<file path="src/hw/rtl/ggv_pkg.sv">
`timescale 1ns / 1ps
package ggv_pkg;

    localparam int ANG_W = 24;
    localparam int XV_W  = 32;
    localparam int XR_W  = 24;
    localparam int SQ_W  = 34;
    localparam int DIST_W = 17;
    localparam int OUT_W = 18;

    typedef logic signed [ANG_W-1:0] t_ang;

    localparam logic [2:0] REG_GOAL_X        = 3'd0;
    localparam logic [2:0] REG_GOAL_Y        = 3'd1;
    localparam logic [2:0] REG_GAIN_LINEAR   = 3'd2;
    localparam logic [2:0] REG_GAIN_ANGULAR  = 3'd3;
    localparam logic [2:0] REG_STOP_DISTANCE = 3'd4;

    localparam logic signed [25:0] ANG_PI      = 26'sd3294199;
    localparam logic signed [25:0] ANG_TWO_PI  = 26'sd6588398;
    localparam logic signed [25:0] ANG_HALF_PI = 26'sd1647099;
    localparam logic signed [XR_W-1:0] COS_START = 24'sd636751;
    localparam logic signed [21:0] ONE_Q20 = 22'sd1048576;

    // Arctangent of 2^-i in Q.20 radians.
    localparam t_ang ATAN_Q20 [24] = '{
        24'sd823550, 24'sd486170, 24'sd256879, 24'sd130396,
        24'sd65451,  24'sd32757,  24'sd16383,  24'sd8192,
        24'sd4096,   24'sd2048,   24'sd1024,   24'sd512,
        24'sd256,    24'sd128,    24'sd64,     24'sd32,
        24'sd16,     24'sd8,      24'sd4,      24'sd2,
        24'sd1,      24'sd0,      24'sd0,      24'sd0
    };

    function automatic logic signed [OUT_W-1:0] sat_out(input logic signed [23:0] v);
        logic signed [OUT_W-1:0] r;
        if (v > 24'sd131071) begin
            r = 18'sd131071;
        end else if (v < -24'sd131072) begin
            r = -18'sd131072;
        end else begin
            r = v[OUT_W-1:0];
        end
        return r;
    endfunction

endpackage

</file>
<file path="src/hw/rtl/ggv_sqrt_cell.sv">
`timescale 1ns / 1ps
// One result bit of the digit-by-digit integer square root.
module ggv_sqrt_cell #(
    parameter int K     = 16,
    parameter int TAG_W = 1
) (
    input  logic                    i_clk,
    input  logic                    i_rst_n,
    input  logic                    i_en,
    input  logic                    i_valid,
    input  logic [ggv_pkg::SQ_W-1:0] i_n,
    input  logic [ggv_pkg::SQ_W-1:0] i_r,
    input  logic [TAG_W-1:0]        i_tag,
    output logic                    o_valid,
    output logic [ggv_pkg::SQ_W-1:0] o_n,
    output logic [ggv_pkg::SQ_W-1:0] o_r,
    output logic [TAG_W-1:0]        o_tag
);
    localparam int W = ggv_pkg::SQ_W;
    localparam logic [W-1:0] B = W'(1) << (2 * K);

    logic         r_valid;
    logic [W-1:0] r_n, r_r;
    logic [TAG_W-1:0] r_tag;
    logic [W:0]   trial;
    logic [W-1:0] n_n, n_r;

    always_comb begin
        trial = {1'b0, i_r} + {1'b0, B};
        if ({1'b0, i_n} >= trial) begin
            n_n = i_n - trial[W-1:0];
            n_r = (i_r >> 1) + B;
        end else begin
            n_n = i_n;
            n_r = i_r >> 1;
        end
    end

    always_ff @(posedge i_clk) begin
        if (!i_rst_n) begin
            r_valid <= 1'b0;
        end else if (i_en) begin
            r_valid <= i_valid;
        end
    end

    always_ff @(posedge i_clk) begin
        if (i_en) begin
            r_n   <= n_n;
            r_r   <= n_r;
            r_tag <= i_tag;
        end
    end

    assign o_valid = r_valid;
    assign o_n     = r_n;
    assign o_r     = r_r;
    assign o_tag   = r_tag;
endmodule

</file>
<file path="config.mk">
export PLATFORM = sky130hd
export DESIGN_NAME = ggv_sqrt_cell
export DESIGN_NICKNAME = d
export VERILOG_FILES = /design/src/hw/rtl/ggv_pkg.sv /design/src/hw/rtl/ggv_sqrt_cell.sv
export SDC_FILE = /design/constraint.sdc
export NUM_CORES = 1
export LEC_CHECK = 0
export BUFFER_PORTS_ARGS = -buffer_cell sky130_fd_sc_hd__buf_2
export CORE_ASPECT_RATIO = 0.9
export CORE_MARGIN = 8
export CORE_UTILIZATION = 40
export CTS_CLUSTER_SIZE = 28
export DETAILED_ROUTE_END_ITERATION = 8
export PLACE_DENSITY = 0.78
export SYNTH_ARGS = -nofsm -noshare
export SYNTH_HDL_FRONTEND = slang
export SYNTH_SLANG_ARGS = --single-unit
</file>
<file path="constraint.sdc">
create_clock -name i_clk -period 3.2 [get_ports i_clk]
set_input_delay 0.64 -clock i_clk [delete_from_list [all_inputs] [get_ports i_clk]]
set_output_delay 0.64 -clock i_clk [all_outputs]
set_load 0.005 [all_outputs]
</file>
==> results.py <==
metrics = {
    "clock_network": {
        "post_cts_buffers": 0,
        "clk_path_buf_depth": 2,
        "cts_hold_buffers": 0,
        "root_buffer": "clkbuf_16",
        "cts_tree": "done",
        "cts_num_sinks": 70,
        "cts_htree_levels": 3,
        "insertion_delay_ns": 0.34,
        "path_clk_slew_ns": 0.05,
        "cts_buffers": 9,
        "cts_resized": 0,
    },
    "final_layout": {
        "area_delta_synth_final_pct": 33.9,
        "fin_cells": 763,
        "layout-drive-gt1-share_pct": 34.4,
        "num-nets-final": 734,
        "n_fill_cell": 979,
        "final_cell_mix": "buf_2, edfxtp_1, buf_4, nand2_1, inv_1",
        "final_common_cell": "buf_2",
        "num_antenna_cells": 0,
    },
    "logic_synthesis": {
        "ys.warnings.count": 0,
        "ys_seq_area_share_pct": 47.3,
        "netlist_area_um2": 4420,
        "ys.flop_type": "edfxtp_1",
        "yosysTopAreaCell": "edfxtp_1",
        "synthArstFlopShare_pct": 0,
        "syn_area_per_cell_um2": 10.1,
        "synth_top_area_share_pct": 46.8,
        "synth-edff-count": 69,
        "synth-seq-cells": 70,
        "syn_inst": 437,
        "syn_nets": 546,
        "synth.distinct_cells": 47,
        "netlist_top_cells_area": "edfxtp_1, ha_1, nand2_1",
    },
    "placement": {
        "port_buffers": 142,
        "place_ws_ns": -0.228,
        "dpl.hpwl_um": 9500,
        "gp_congestion": 0.893,
        "dpl.cell_count": 747,
    },
    "critical_path": {
        "cp-end-kind": "flop",
        "cpLargestDelayFamily": "compound AO/OA/AOI/OAI gates",
        "max_stage_delay_ns": 0.36,
        "crit_chain": "buf_2 -> inv_1 -> ha_1 -> inv_1 -> fa_2 -> a211oi_2 -> o21bai_1 -> a211o_1 -> a311o_1 -> a41oi_2 -> o311ai_1 -> a21oi_1 -> xor2_1 -> o21ai_1",
        "worstPathRequired_ns": 3.29,
        "worst-setup-path-type": "in -> reg",
        "cp.arrival_ns": 3.20,
        "worstReg2RegStart": "o_valid$_SDFFE_PN0P_",
        "r2r-end": "o_valid$_SDFFE_PN0P_",
        "cp_common_cell": "inv_1",
        "critPathBufInv": 3,
        "slowest_stage": "a311o_1",
        "critPathLaunch": "i_n[0]",
        "startpoint_type": "input pin",
        "rrSetupSlack_ns": 2.62,
        "reg2reg_depth": 2,
        "critPathMaxFanout": 3,
    },
    "floorplan": {
        "initial_core_util_pct": 40.9,
        "ioPinCount": 143,
        "die-width_um": 127,
        "die-area_um2": 14700,
        "core_um2": 10800,
        "fp.dieH_um": 116,
        "rows": 36,
    },
    "timing": {
        "period_needed_ns": 3.10,
        "worst_pin_slew_ns": 0.910,
        "relSlewSlack_pct": 39.3,
        "clock-skew-final_ns": 0,
        "setup_viol_count_final": 0,
        "slew_viol_final": 0,
        "fmax_ghz": 0.322,
        "finalCritPeriodShare_pct": 97.0,
        "hold_viol_final": 0,
        "fin_ws_ns": 0.0958,
    },
    "outcome": {
        "outcome": "finished, final reports clean",
    },
    "flow_run": {
        "max-cap-violations": 0,
    },
    "min_path": {
        "hp-start": "i_tag",
        "hp-class": "in -> reg",
        "holdPathEnd": "o_tag$_DFFE_PP_",
        "min_path_cells": 1,
    },
    "power_and_ir_drop": {
        "p_leak_nw": 2.83,
        "powerDensity_nw_per_um2": 494,
        "peakVddDrop_mv": 0.317,
        "finalPower_mw": 2.93,
    },
    "drt": {
        "route.detailed.drc": 0,
        "wirelength_um": 12100,
        "drt-wirelength-per-cell_um": 15.8,
        "vias": 3874,
        "drtIter0Drc": 180,
        "first_pass_iters": 4,
        "postRouteAntennaNets": 0,
        "via_per_inst": 5.08,
    },
    "global_route": {
        "grt_max_degree": 71,
        "grtUsageTotal_pct": 16.8,
        "grt_pass1_vias": 4118,
        "antenna_found_initial": 1,
        "grt_remaining_overflow": 0,
        "grt_pass1_wl_um": 19500,
    },
}
[metrics by stage]
| stage | hold slack, ns | utilization, % | instance area (um^2) | TNS, ns |
|---|---|---|---|---|
| after floorplan | 0.507 | - | 4430 | 0 |
| after global placement | 0.494 | 52.0 | 5620 | -3.10 |
| after detailed placement | 0.510 | 52.0 | 5620 | -4.33 |
| after CTS | 0.459 | 54.6 | 5900 | 0 |
| after global routing | 0.464 | 54.8 | 5920 | -0.0173 |
| final | 0.475 | 54.8 | 5920 | 0 |
[cell families after synthesis]
family	share of synthesized area, %
compound gates	18.8
xor+xnor	6.33
fa+ha+maj	10.4
buf+inv	5.54
flops	47.3
mux	0.905
simple gates	10.8
[worst register-to-register path, stage by stage, from the launching register on]
cell	delay, ns
dfxtp_1	0.30
mux2i_1	0.11
nor2b_1	0.06
[worst max-delay path by stage]
| stage | end | cells past startpoint | slack (ns) |
|---|---|---|---|
| final | o_n[30]$_DFFE_PP_ | 14 | 0.1 |
| after global routing | o_n[30]$_DFFE_PP_ | 14 | -0.02 |
| after CTS | o_n[20]$_DFFE_PP_ | 14 | 0.13 |
| after detailed placement | o_n[20]$_DFFE_PP_ | 14 | -0.23 |
| after global placement | o_n[30]$_DFFE_PP_ | 14 | -0.15 |
| after floorplan | o_n[30]$_DFFE_PP_ | 13 | 0.05 |
[synthesized netlist by cell type, types with 4 or more instances]
cell type	n
a211oi_1	4
o21ai_1	29
nand2_1	48
and3_1	7
nor2b_1	5
xnor2_1	16
a21oi_1	30
a21o_1	16
a31oi_1	4
nand3_1	7
o21ai_0	20
nand4_1	6
ha_1	35
xor2_1	16
o211ai_1	6
nor3_1	4
nor2_1	18
clkbuf_1	9
inv_1	43
edfxtp_1	69
o21bai_1	4
[routing by layer]
| metal | global-route usage [%] | up-vias | routed length, um |
|---|---|---|---|
| met3 | 6.95 | 19 | 896 |
| met2 | 26.7 | 115 | 5550 |
| met5 | 0 | - | 16 |
| met4 | 6.33 | 2 | 208 |
| li1 | - | 1966 | - |
| met1 | 20.1 | 1772 | 5420 |
[flip-flops by register name, summed over array words and instances (netlist names)]
name and flops:
o_n 34, o_r 34, o_tag 1, o_valid 1
[power by group]
part | switching [mW] | internal [mW]
clock network | 0.373 | 0.589
logic | 0.423 | 0.379
registers | 0.0256 | 1.14
[final cells by class]
class                      instances  area [um^2]  share of cell area [%]
clock buffer                       9          225                    3.80
clock inverter                     7         55.1                   0.929
inverter                          43          161                    2.72
multi-input combinational        308         2110                    35.7
sequential                        70         2090                    35.3
tap                              133          166                    2.81
timing repair buffer             193         1110                    18.7
No activity file was read; power rests on OpenSTA's default activity.
