## src/hw/rtl/ggv_pkg.sv

```systemverilog
`timescale 1ns / 1ps
package ggv_pkg;

    localparam int ANG_W = 24;
    localparam int XV_W  = 32;
    localparam int XR_W  = 24;
    localparam int SQ_W  = 34;
    localparam int DIST_W = 17;
    localparam int OUT_W = 18;

    typedef logic signed [ANG_W-1:0] t_ang;

    localparam logic [2:0] REG_GOAL_X        = 3'd0;
    localparam logic [2:0] REG_GOAL_Y        = 3'd1;
    localparam logic [2:0] REG_GAIN_LINEAR   = 3'd2;
    localparam logic [2:0] REG_GAIN_ANGULAR  = 3'd3;
    localparam logic [2:0] REG_STOP_DISTANCE = 3'd4;

    localparam logic signed [25:0] ANG_PI      = 26'sd3294199;
    localparam logic signed [25:0] ANG_TWO_PI  = 26'sd6588398;
    localparam logic signed [25:0] ANG_HALF_PI = 26'sd1647099;
    localparam logic signed [XR_W-1:0] COS_START = 24'sd636751;
    localparam logic signed [21:0] ONE_Q20 = 22'sd1048576;

    // Arctangent of 2^-i in Q.20 radians.
    localparam t_ang ATAN_Q20 [24] = '{
        24'sd823550, 24'sd486170, 24'sd256879, 24'sd130396,
        24'sd65451,  24'sd32757,  24'sd16383,  24'sd8192,
        24'sd4096,   24'sd2048,   24'sd1024,   24'sd512,
        24'sd256,    24'sd128,    24'sd64,     24'sd32,
        24'sd16,     24'sd8,      24'sd4,      24'sd2,
        24'sd1,      24'sd0,      24'sd0,      24'sd0
    };

    function automatic logic signed [OUT_W-1:0] sat_out(input logic signed [23:0] v);
        logic signed [OUT_W-1:0] r;
        if (v > 24'sd131071) begin
            r = 18'sd131071;
        end else if (v < -24'sd131072) begin
            r = -18'sd131072;
        end else begin
            r = v[OUT_W-1:0];
        end
        return r;
    endfunction

endpackage

```

## src/hw/rtl/ggv_cordic_cell.sv

```systemverilog
`timescale 1ns / 1ps
// One micro-rotation; vectoring drives y to zero, rotation drives z to zero.
module ggv_cordic_cell #(
    parameter int SHIFT     = 0,
    parameter bit VECTORING = 1'b1,
    parameter int XY_W      = 32,
    parameter int TAG_W     = 1
) (
    input  logic                   i_clk,
    input  logic                   i_rst_n,
    input  logic                   i_en,
    input  logic                   i_valid,
    input  logic signed [XY_W-1:0] i_x,
    input  logic signed [XY_W-1:0] i_y,
    input  ggv_pkg::t_ang          i_z,
    input  logic [TAG_W-1:0]       i_tag,
    output logic                   o_valid,
    output logic signed [XY_W-1:0] o_x,
    output logic signed [XY_W-1:0] o_y,
    output ggv_pkg::t_ang          o_z,
    output logic [TAG_W-1:0]       o_tag
);
    localparam ggv_pkg::t_ang ATAN = ggv_pkg::ATAN_Q20[SHIFT];

    logic                   r_valid;
    logic signed [XY_W-1:0] r_x, r_y, n_x, n_y, xs, ys;
    ggv_pkg::t_ang          r_z, n_z;
    logic [TAG_W-1:0]       r_tag;
    logic                   pos;

    always_comb begin
        xs  = i_x >>> SHIFT;
        ys  = i_y >>> SHIFT;
        pos = VECTORING ? !i_y[XY_W-1] : !i_z[ggv_pkg::ANG_W-1];
        if (VECTORING == pos) begin
            // Vectoring with y >= 0, or rotation with z < 0.
            n_x = i_x + ys;
            n_y = i_y - xs;
        end else begin
            n_x = i_x - ys;
            n_y = i_y + xs;
        end
        n_z = pos ? (VECTORING ? i_z + ATAN : i_z - ATAN)
                  : (VECTORING ? i_z - ATAN : i_z + ATAN);
    end

    always_ff @(posedge i_clk) begin
        if (!i_rst_n) begin
            r_valid <= 1'b0;
        end else if (i_en) begin
            r_valid <= i_valid;
        end
    end

    always_ff @(posedge i_clk) begin
        if (i_en) begin
            r_x   <= n_x;
            r_y   <= n_y;
            r_z   <= n_z;
            r_tag <= i_tag;
        end
    end

    assign o_valid = r_valid;
    assign o_x     = r_x;
    assign o_y     = r_y;
    assign o_z     = r_z;
    assign o_tag   = r_tag;
endmodule

```

## config.mk

```make
export PLATFORM = sky130hd
export DESIGN_NAME = ggv_cordic_cell
export DESIGN_NICKNAME = d
export VERILOG_FILES = /design/src/hw/rtl/ggv_pkg.sv /design/src/hw/rtl/ggv_cordic_cell.sv
export SDC_FILE = /design/constraint.sdc
export NUM_CORES = 1
export LEC_CHECK = 0
export BUFFER_PORTS_ARGS = -buffer_cell sky130_fd_sc_hd__buf_2
export CAP_MARGIN = 10
export CORE_MARGIN = 3
export CORE_UTILIZATION = 62
export DETAILED_ROUTE_END_ITERATION = 16
export PLACE_DENSITY = 0.88
export RECOVER_POWER = 50
export SLEW_MARGIN = 20
export SYNTH_ARGS = -nofsm -noshare
export SYNTH_HDL_FRONTEND = slang
export SYNTH_SLANG_ARGS = --single-unit
```

## constraint.sdc

```tcl
create_clock -name i_clk -period 7.5 [get_ports i_clk]
set_input_delay 1.5 -clock i_clk [delete_from_list [all_inputs] [get_ports i_clk]]
set_output_delay 1.5 -clock i_clk [all_outputs]
set_load 0.01 [all_outputs]
```

==> flow_metrics.tcl, run 1 <==
set metrics [dict create \
    cts_post_setup_buffers_inserted 0 \
    worstPathArrival_ns 5.27 \
    antenna_found_initial 0 \
    hp-start "o_valid$_SDFFE_PN0P_" \
    die_h_um 127 \
    synth_top_area_share_pct 28.9 \
    synth_compound_area_share_pct 26.2 \
    synth_cell_types 76 \
    synth.avg_cell_area_um2 8.75 \
    async_reset_ff_share_pct 0 \
    critPathMaxFanout 89 \
    port_buffers 182 \
    vdd_drop_max_v 0.000122 \
    area_delta_synth_final_pct 13.3 \
    first_iter_violations 1175 \
    core-area_um2 14100 \
    fin_crit_ns 5.05 \
    yosysTopAreaCell "edfxtp_1" \
    h-tree-depth 3 \
    postCtsResizedCells 0 \
    synth_top_family_by_area "compound AO/OA/AOI/OAI gates" \
    synthSimpleGateAreaFrac_pct 12.8 \
    start_util_pct 64.7 \
    synth-seq-cells 89 \
    fin_setup_tns_ns 0 \
    hold_depth 2 \
    synth_edf_count 88 \
    synthCells 1046 \
    ctsLongestPathBuffers 2 \
    grt_overflow 0 \
    crit_chain "clkbuf_1 > mux2i_1 > nor2b_1" \
    wl_per_cell_um 18.8 \
    synthMuxAreaShare_pct 1.53 \
    ys_seq_area_share_pct 29.1 \
    ys_warn_count 0 \
    antenna_cells 0 \
    cts-buffers-inserted 9 \
    nets 1409 \
    drive_above_1_share_pct 15.1 \
    synth-adder-area-share_pct 16.6 \
    hold_viol 0 \
    drt-pass1-iter-count 7 \
    place.gp.congestion 0.968 \
    synth_area_leaders "edfxtp_1 29%, ha_1 16%, a21oi_1 6.9%" \
    fin_skew_ns 0 \
    crit_required_ns 7.72 \
    num_vias 8860 \
    fmax_mhz 198 \
    path_class "input port to flip-flop" \
    hp-class "flip-flop to flip-flop" \
    seqCellArea_um2 2660 \
    wl_um 26000 \
    crit_family "buffers and inverters" \
    ioPinCount 183 \
    utilization_pct 73.2 \
    multiInputGateArea_um2 5910 \
    syn-cell-area_um2 9150 \
    worst-r2r-setup-slack_ns 6.80 \
    final_cell_area_um2 10400 \
    power.density_nw_per_um2 183 \
    synthXorXnorAreaFrac_pct 7.47 \
    slew_violations 90 \
    p_leak_nw 4.57 \
    period_share_pct 67.4 \
    tightest_slew_ns 4.74 \
    failed_checks "capacitance limit, slew limit" \
    reg2reg_depth 2 \
    grtUsageTotal_pct 31.2 \
    cts-hold-fix-buffers 0 \
    slowest_delay_ns 3.27 \
    cap_violations 1 \
    cts_tree "yes" \
    worst_hold_slack_ns 0.535 \
    clockRootBuffer "clkbuf_16" \
    synth_ff_type "edfxtp_1" \
    rsz0062_at_grt "no" \
    hold_path_end "o_valid$_SDFFE_PN0P_" \
    grt_max_degree 90 \
    startpoint_type "input port" \
    final_cells 1382 \
    clk_pin_slew_worst_paths_ns 0.07 \
    ant_nets 0 \
    cts_sinks 89 \
    cp_num_buf_inv 1 \
    die_w_um 127 \
    placed_cell_area_um2 10100 \
    clock_latency_ns 0.34 \
    r2r_start "o_valid$_SDFFE_PN0P_" \
    finalSetupViolCount 0 \
    viasPerCell 6.41 \
    cp-end-kind "flip-flop" \
    dp_cells 1366 \
    row_count 43 \
    hpwl_um 20000 \
    grt_pass1_vias 8118 \
    dieArea_um2 16200 \
    synth_nets 1258 \
    drc 0 \
    status "finished, violations left" \
    r2r_end "o_valid$_SDFFE_PN0P_" \
    slew_headroom_pct -216 \
    nFillCells 1134 \
    grt_pass1_wl_um 41400 \
    cp_slowest_cell "clkbuf_1" \
]
==> cells in the mapped netlist, types with 4 or more instances <==
| cell | number |
|---|---|
| o21a_1 | 10 |
| nor3_1 | 31 |
| clkbuf_1 | 24 |
| fa_1 | 4 |
| buf_2 | 8 |
| nor2_1 | 60 |
| xnor2_1 | 67 |
| a31oi_1 | 7 |
| and2_1 | 4 |
| nand3_1 | 18 |
| a211oi_1 | 14 |
| o21bai_1 | 15 |
| nand2_1 | 47 |
| o21ai_0 | 73 |
| buf_1 | 8 |
| a311o_1 | 4 |
| nor4_1 | 7 |
| edfxtp_1 | 88 |
| ha_1 | 115 |
| buf_4 | 4 |
| a2111oi_0 | 5 |
| o221ai_1 | 4 |
| o311ai_0 | 5 |
| a21o_1 | 30 |
| or2_2 | 7 |
| or3_1 | 4 |
| inv_1 | 99 |
| nor2b_1 | 15 |
| o31ai_1 | 13 |
| a21oi_1 | 126 |
| o311ai_1 | 4 |
| xor2_1 | 11 |
| nand3b_1 | 4 |
| nand2b_1 | 12 |
| mux2i_1 | 14 |
| o211ai_1 | 11 |
| a221oi_1 | 4 |
| nand4_1 | 9 |
==> power by group <==
part | internal, W | total (W) | switching, W
Combinational | 0.000283 | 0.000743 | 0.000460
Sequential | 0.000661 | 0.000684 | 0.0000232
Clock | 0.000270 | 0.000469 | 0.000199
==> registers in the layout (all words and copies together), names as in the netlist <==
register / count
o_y: 32
o_tag: 1
o_valid: 1
o_z: 24
o_x: 31
==> tightest hold or removal path, cell delays in order (launching register included) <==
cell	delay [ns]
dfxtp_1	0.33
mux2i_1	0.07
nor2b_1	0.10
==> worst max-delay path by stage <==
stage | start | slack [ns] | endpoint | cells after the start
4_1_cts | i_y[31] | 2.75 | o_z[23]$_DFFE_PP_ | 13
2_1_floorplan | i_y[31] | 2.93 | o_z[22]$_DFFE_PP_ | 12
5_1_grt | i_en | 1.93 | o_valid$_SDFFE_PN0P_ | 3
6_report | i_en | 2.45 | o_valid$_SDFFE_PN0P_ | 3
3_5_place_dp | i_y[31] | 2.38 | o_z[23]$_DFFE_PP_ | 13
3_3_place_gp | i_y[31] | 2.54 | o_z[23]$_DFFE_PP_ | 13
==> per-stage QoR <==
stage / total power, W / worst slack (ns)
floorplan: 0.00118 / 2.93
global placement: 0.00140 / 2.54
detailed placement: 0.00142 / 2.38
CTS: 0.00189 / 2.75
global route: 0.00199 / 1.93
finish: 0.00190 / 2.45
==> cells in the final DEF, fill, tap and decap left out, types with 4 or more instances in the layout <==
| cell type | Yosys | routed |
|---|---|---|
| edfxtp_1 | 88 | 88 |
| o311ai_0 | 5 | 5 |
| nor2b_1 | 15 | 15 |
| nand2b_1 | 12 | 12 |
| o31ai_1 | 13 | 13 |
| fa_1 | 4 | 4 |
| inv_1 | 99 | 99 |
| o211ai_1 | 11 | 11 |
| xor2_1 | 11 | 11 |
| o311ai_1 | 4 | 4 |
| nand4_1 | 9 | 9 |
| o21bai_1 | 15 | 15 |
| a21o_1 | 30 | 30 |
| nand3b_1 | 4 | 4 |
| ha_1 | 115 | 115 |
| o221ai_1 | 4 | 4 |
| a2111oi_0 | 5 | 5 |
| nand3_1 | 18 | 18 |
| nor3_1 | 31 | 31 |
| or3_1 | 4 | 4 |
| nor2_1 | 60 | 60 |
| or2_2 | 7 | 7 |
| and2_1 | 4 | 4 |
| nor4_1 | 7 | 7 |
| buf_2 | 8 | 139 |
| clkbuf_1 | 24 | 44 |
| o21ai_0 | 73 | 73 |
| a21oi_1 | 126 | 126 |
| nand2_1 | 47 | 47 |
| xnor2_1 | 67 | 67 |
| a221oi_1 | 4 | 4 |
| mux2i_1 | 14 | 14 |
| clkbuf_16 | 0 | 9 |
| o21a_1 | 10 | 10 |
| a311o_1 | 4 | 4 |
| a31oi_1 | 7 | 7 |
| a211oi_1 | 14 | 14 |
==> cell families (layout without fill, tap and decap cells) <==
logic type | count (synthesis) | in the layout
AO/OA/AOI/OAI | 367 | 367
AND/OR/NAND/NOR | 232 | 232
buffers and inverters | 147 | 303
adder cells (fa/ha/maj) | 119 | 119
flip-flops | 89 | 89
XOR/XNOR | 78 | 78
multiplexers | 14 | 14
==> area by class of cell <==
class	count	area share (%)
Clock inverter	5	0.604
Multi-Input combinational cell	810	57.0
Timing Repair Buffer	184	8.42
Clock buffer	11	2.34
Inverter	103	3.73
Tap cell	180	2.17
Sequential cell	89	25.7
==> routing by layer <==
metal	vias up	GRT usage (%)	share of wire (%)
li1	4118	-	-
met1	4099	44.6	41
met2	586	50.7	46
met3	57	3.64	11
met4	0	7.82	2.1
met5	-	0	0
No activity file was read; power rests on OpenSTA's default activity.
==> run 2, diff against run 1 <==
- CORE_UTILIZATION: 62 -> 57
- PLACE_DENSITY: 0.88 -> 0.82
- clock period: 7.5 -> 4.9 ns (I/O delays scaled with it)
==> run 2 against run 1 <==
  * Total power increased by 49%
  * Critical endpoint is now o_z[23]$_DFFE_PP_
  * Hold slack got worse by 0.0077 ns
  * The run still ends with capacitance limit, slew limit left
  * Sequential share of layout area decreased by 0.071 points
  * Highest routed layer unchanged
==> flow_metrics.tcl, run 2 (synthesis results as in run 1) <==
set metrics [dict create \
    slew_violations 90 \
    failed_checks "capacitance limit, slew limit" \
    num_vias 8541 \
    ioPinCount 183 \
    first_iter_violations 941 \
    pwr-share-clk_pct 23.1 \
    final_common_cell "buf_2" \
    swShare_pct 35.7 \
    startpoint_type "input port" \
    rsz0062_at_grt "no" \
    clock_latency_ns 0.34 \
    placed_cell_area_um2 10200 \
    grt_overflow 0 \
    worstPathArrival_ns 4.17 \
    tightest_slew_ns 2.16 \
    antenna_found_initial 0 \
    drc 0 \
    period_share_pct 83.3 \
    crit_chain "buf_2 > inv_1 > fa_1 > a21o_1 > a221oi_2 > o311ai_1 > o41ai_2 > a21oi_1 > a41o_1 > a21o_1 > a21oi_1 > xnor2_1" \
    slew_headroom_pct -43.7 \
    grt_pass1_wl_um 39100 \
    die_w_um 133 \
    nets 1411 \
    power.switching_w 0.00101 \
    port_buffers 182 \
    grt_max_degree 90 \
    antenna_cells 0 \
    cts_post_setup_buffers_inserted 0 \
    cap_violations 1 \
    nFillCells 1360 \
    path_class "input port to flip-flop" \
    drt-pass1-iter-count 5 \
    clockRootBuffer "clkbuf_16" \
    p_seq_share_pct 36.9 \
    finalSetupViolCount 0 \
    cts_sinks 89 \
    clk_pin_slew_worst_paths_ns 0.06 \
    grt_pass1_vias 7707 \
    start_util_pct 59.3 \
    final_cell_area_um2 10400 \
    p_int_w 0.00182 \
    area_delta_synth_final_pct 13.6 \
    viasPerCell 6.04 \
    place.gp.congestion 0.971 \
    critPathMaxFanout 14 \
    cts-buffers-inserted 9 \
    wl_per_cell_um 17.6 \
    worst-r2r-setup-slack_ns 4.28 \
    crit_family "compound AO/OA/AOI/OAI gates" \
    dieArea_um2 17600 \
    core-area_um2 15400 \
    cts-hold-fix-buffers 0 \
    utilization_pct 67.3 \
    fin_total_pwr_w 0.00282 \
    cp_num_buf_inv 2 \
    hpwl_um 19300 \
    die_h_um 133 \
    ctsLongestPathBuffers 2 \
    fmax_mhz 245 \
    hold_viol 0 \
    cp-end-kind "flip-flop" \
    crit_required_ns 4.99 \
    power.density_nw_per_um2 272 \
    fin_crit_ns 4.08 \
    cp_slowest_cell "fa_1" \
    postCtsResizedCells 0 \
    vdd_drop_max_v 0.000177 \
    p_leak_nw 4.57 \
    wl_um 24900 \
    final_cell_mix "139 x buf_2, 126 x a21oi_1, 115 x ha_1, 99 x inv_1, 88 x edfxtp_1" \
    status "finished, violations left" \
    power_frac_comb_pct 40.0 \
    largest_reg_flops 32 \
    worst_hold_slack_ns 0.527 \
    hp-class "flip-flop to flip-flop" \
    ant_nets 0 \
    fin_setup_tns_ns 0 \
    h-tree-depth 3 \
    grtUsageTotal_pct 27.1 \
    row_count 45 \
    slowest_delay_ns 0.52 \
    fin_skew_ns 0 \
    drive_above_1_share_pct 15.1 \
    cts_tree "yes" \
]
==> run 2: cell count changes in the layout (fill, tap and decap cells not counted) <==
cell / change
buf_4: +2
clkbuf_1: +1
inv_6: -2
clkbuf_2: +1
clkbuf_8: +1
bufinv_16: -1
==> run 2: layout make-up <==
| type | instances | area, um2 | area share (%) |
|---|---|---|---|
| Inverter | 103 | 387 | 3.72 |
| Multi-Input combinational cell | 810 | 5910 | 56.9 |
| Clock inverter | 2 | 15.0 | 0.145 |
| Clock buffer | 14 | 264 | 2.54 |
| Timing Repair Buffer | 186 | 888 | 8.55 |
| Sequential cell | 89 | 2660 | 25.6 |
| Tap cell | 211 | 264 | 2.54 |
==> run 2: worst paths after layout <==
path	startpoint	end	depth (start not counted)
worst max-delay path	i_y[31]	o_z[23]$_DFFE_PP_	12
worst min-delay path	o_valid$_SDFFE_PN0P_	o_valid$_SDFFE_PN0P_	2
worst max register to register	o_valid$_SDFFE_PN0P_	o_valid$_SDFFE_PN0P_	2
worst min register to register	o_valid$_SDFFE_PN0P_	o_valid$_SDFFE_PN0P_	2
==> run 2: layer usage <==
metal / up-vias / GRT usage (%) / wire [um]
met5: - / 0 / 0
met4: 0 / 6.06 / 393
met3: 33 / 4.68 / 2550
met2: 442 / 43.2 / 11100
met1: 3951 / 38.8 / 10900
li1: 4115 / - / -
==> run 2: stage by stage <==
| stage | setup WS [ns] | std cells |
|---|---|---|
| 2_1_floorplan | 0.853 | 1046 |
| 3_3_place_gp | 0.675 | 1399 |
| 3_5_place_dp | 0.546 | 1399 |
| 4_1_cts | 0.887 | 1415 |
| 5_1_grt | 0.665 | 1415 |
| 6_report | 0.820 | 1415 |
==> run 2: power groups by stage <==
stage               Sequential [W]  Combinational, W  Clock, W
floorplan                  0.00112          0.000676         0
global placement           0.00105           0.00110         0
detailed placement         0.00105           0.00112         0
CTS                        0.00104           0.00112  0.000664
global route               0.00105           0.00123  0.000687
finish                     0.00104           0.00113  0.000654
==> run 2: worst register-to-register path, delay by kind of cell (launching register included) <==
family           cells  cell delay, ns
flip-flops           1            0.33
AND/OR/NAND/NOR      1            0.17
multiplexers         1            0.07
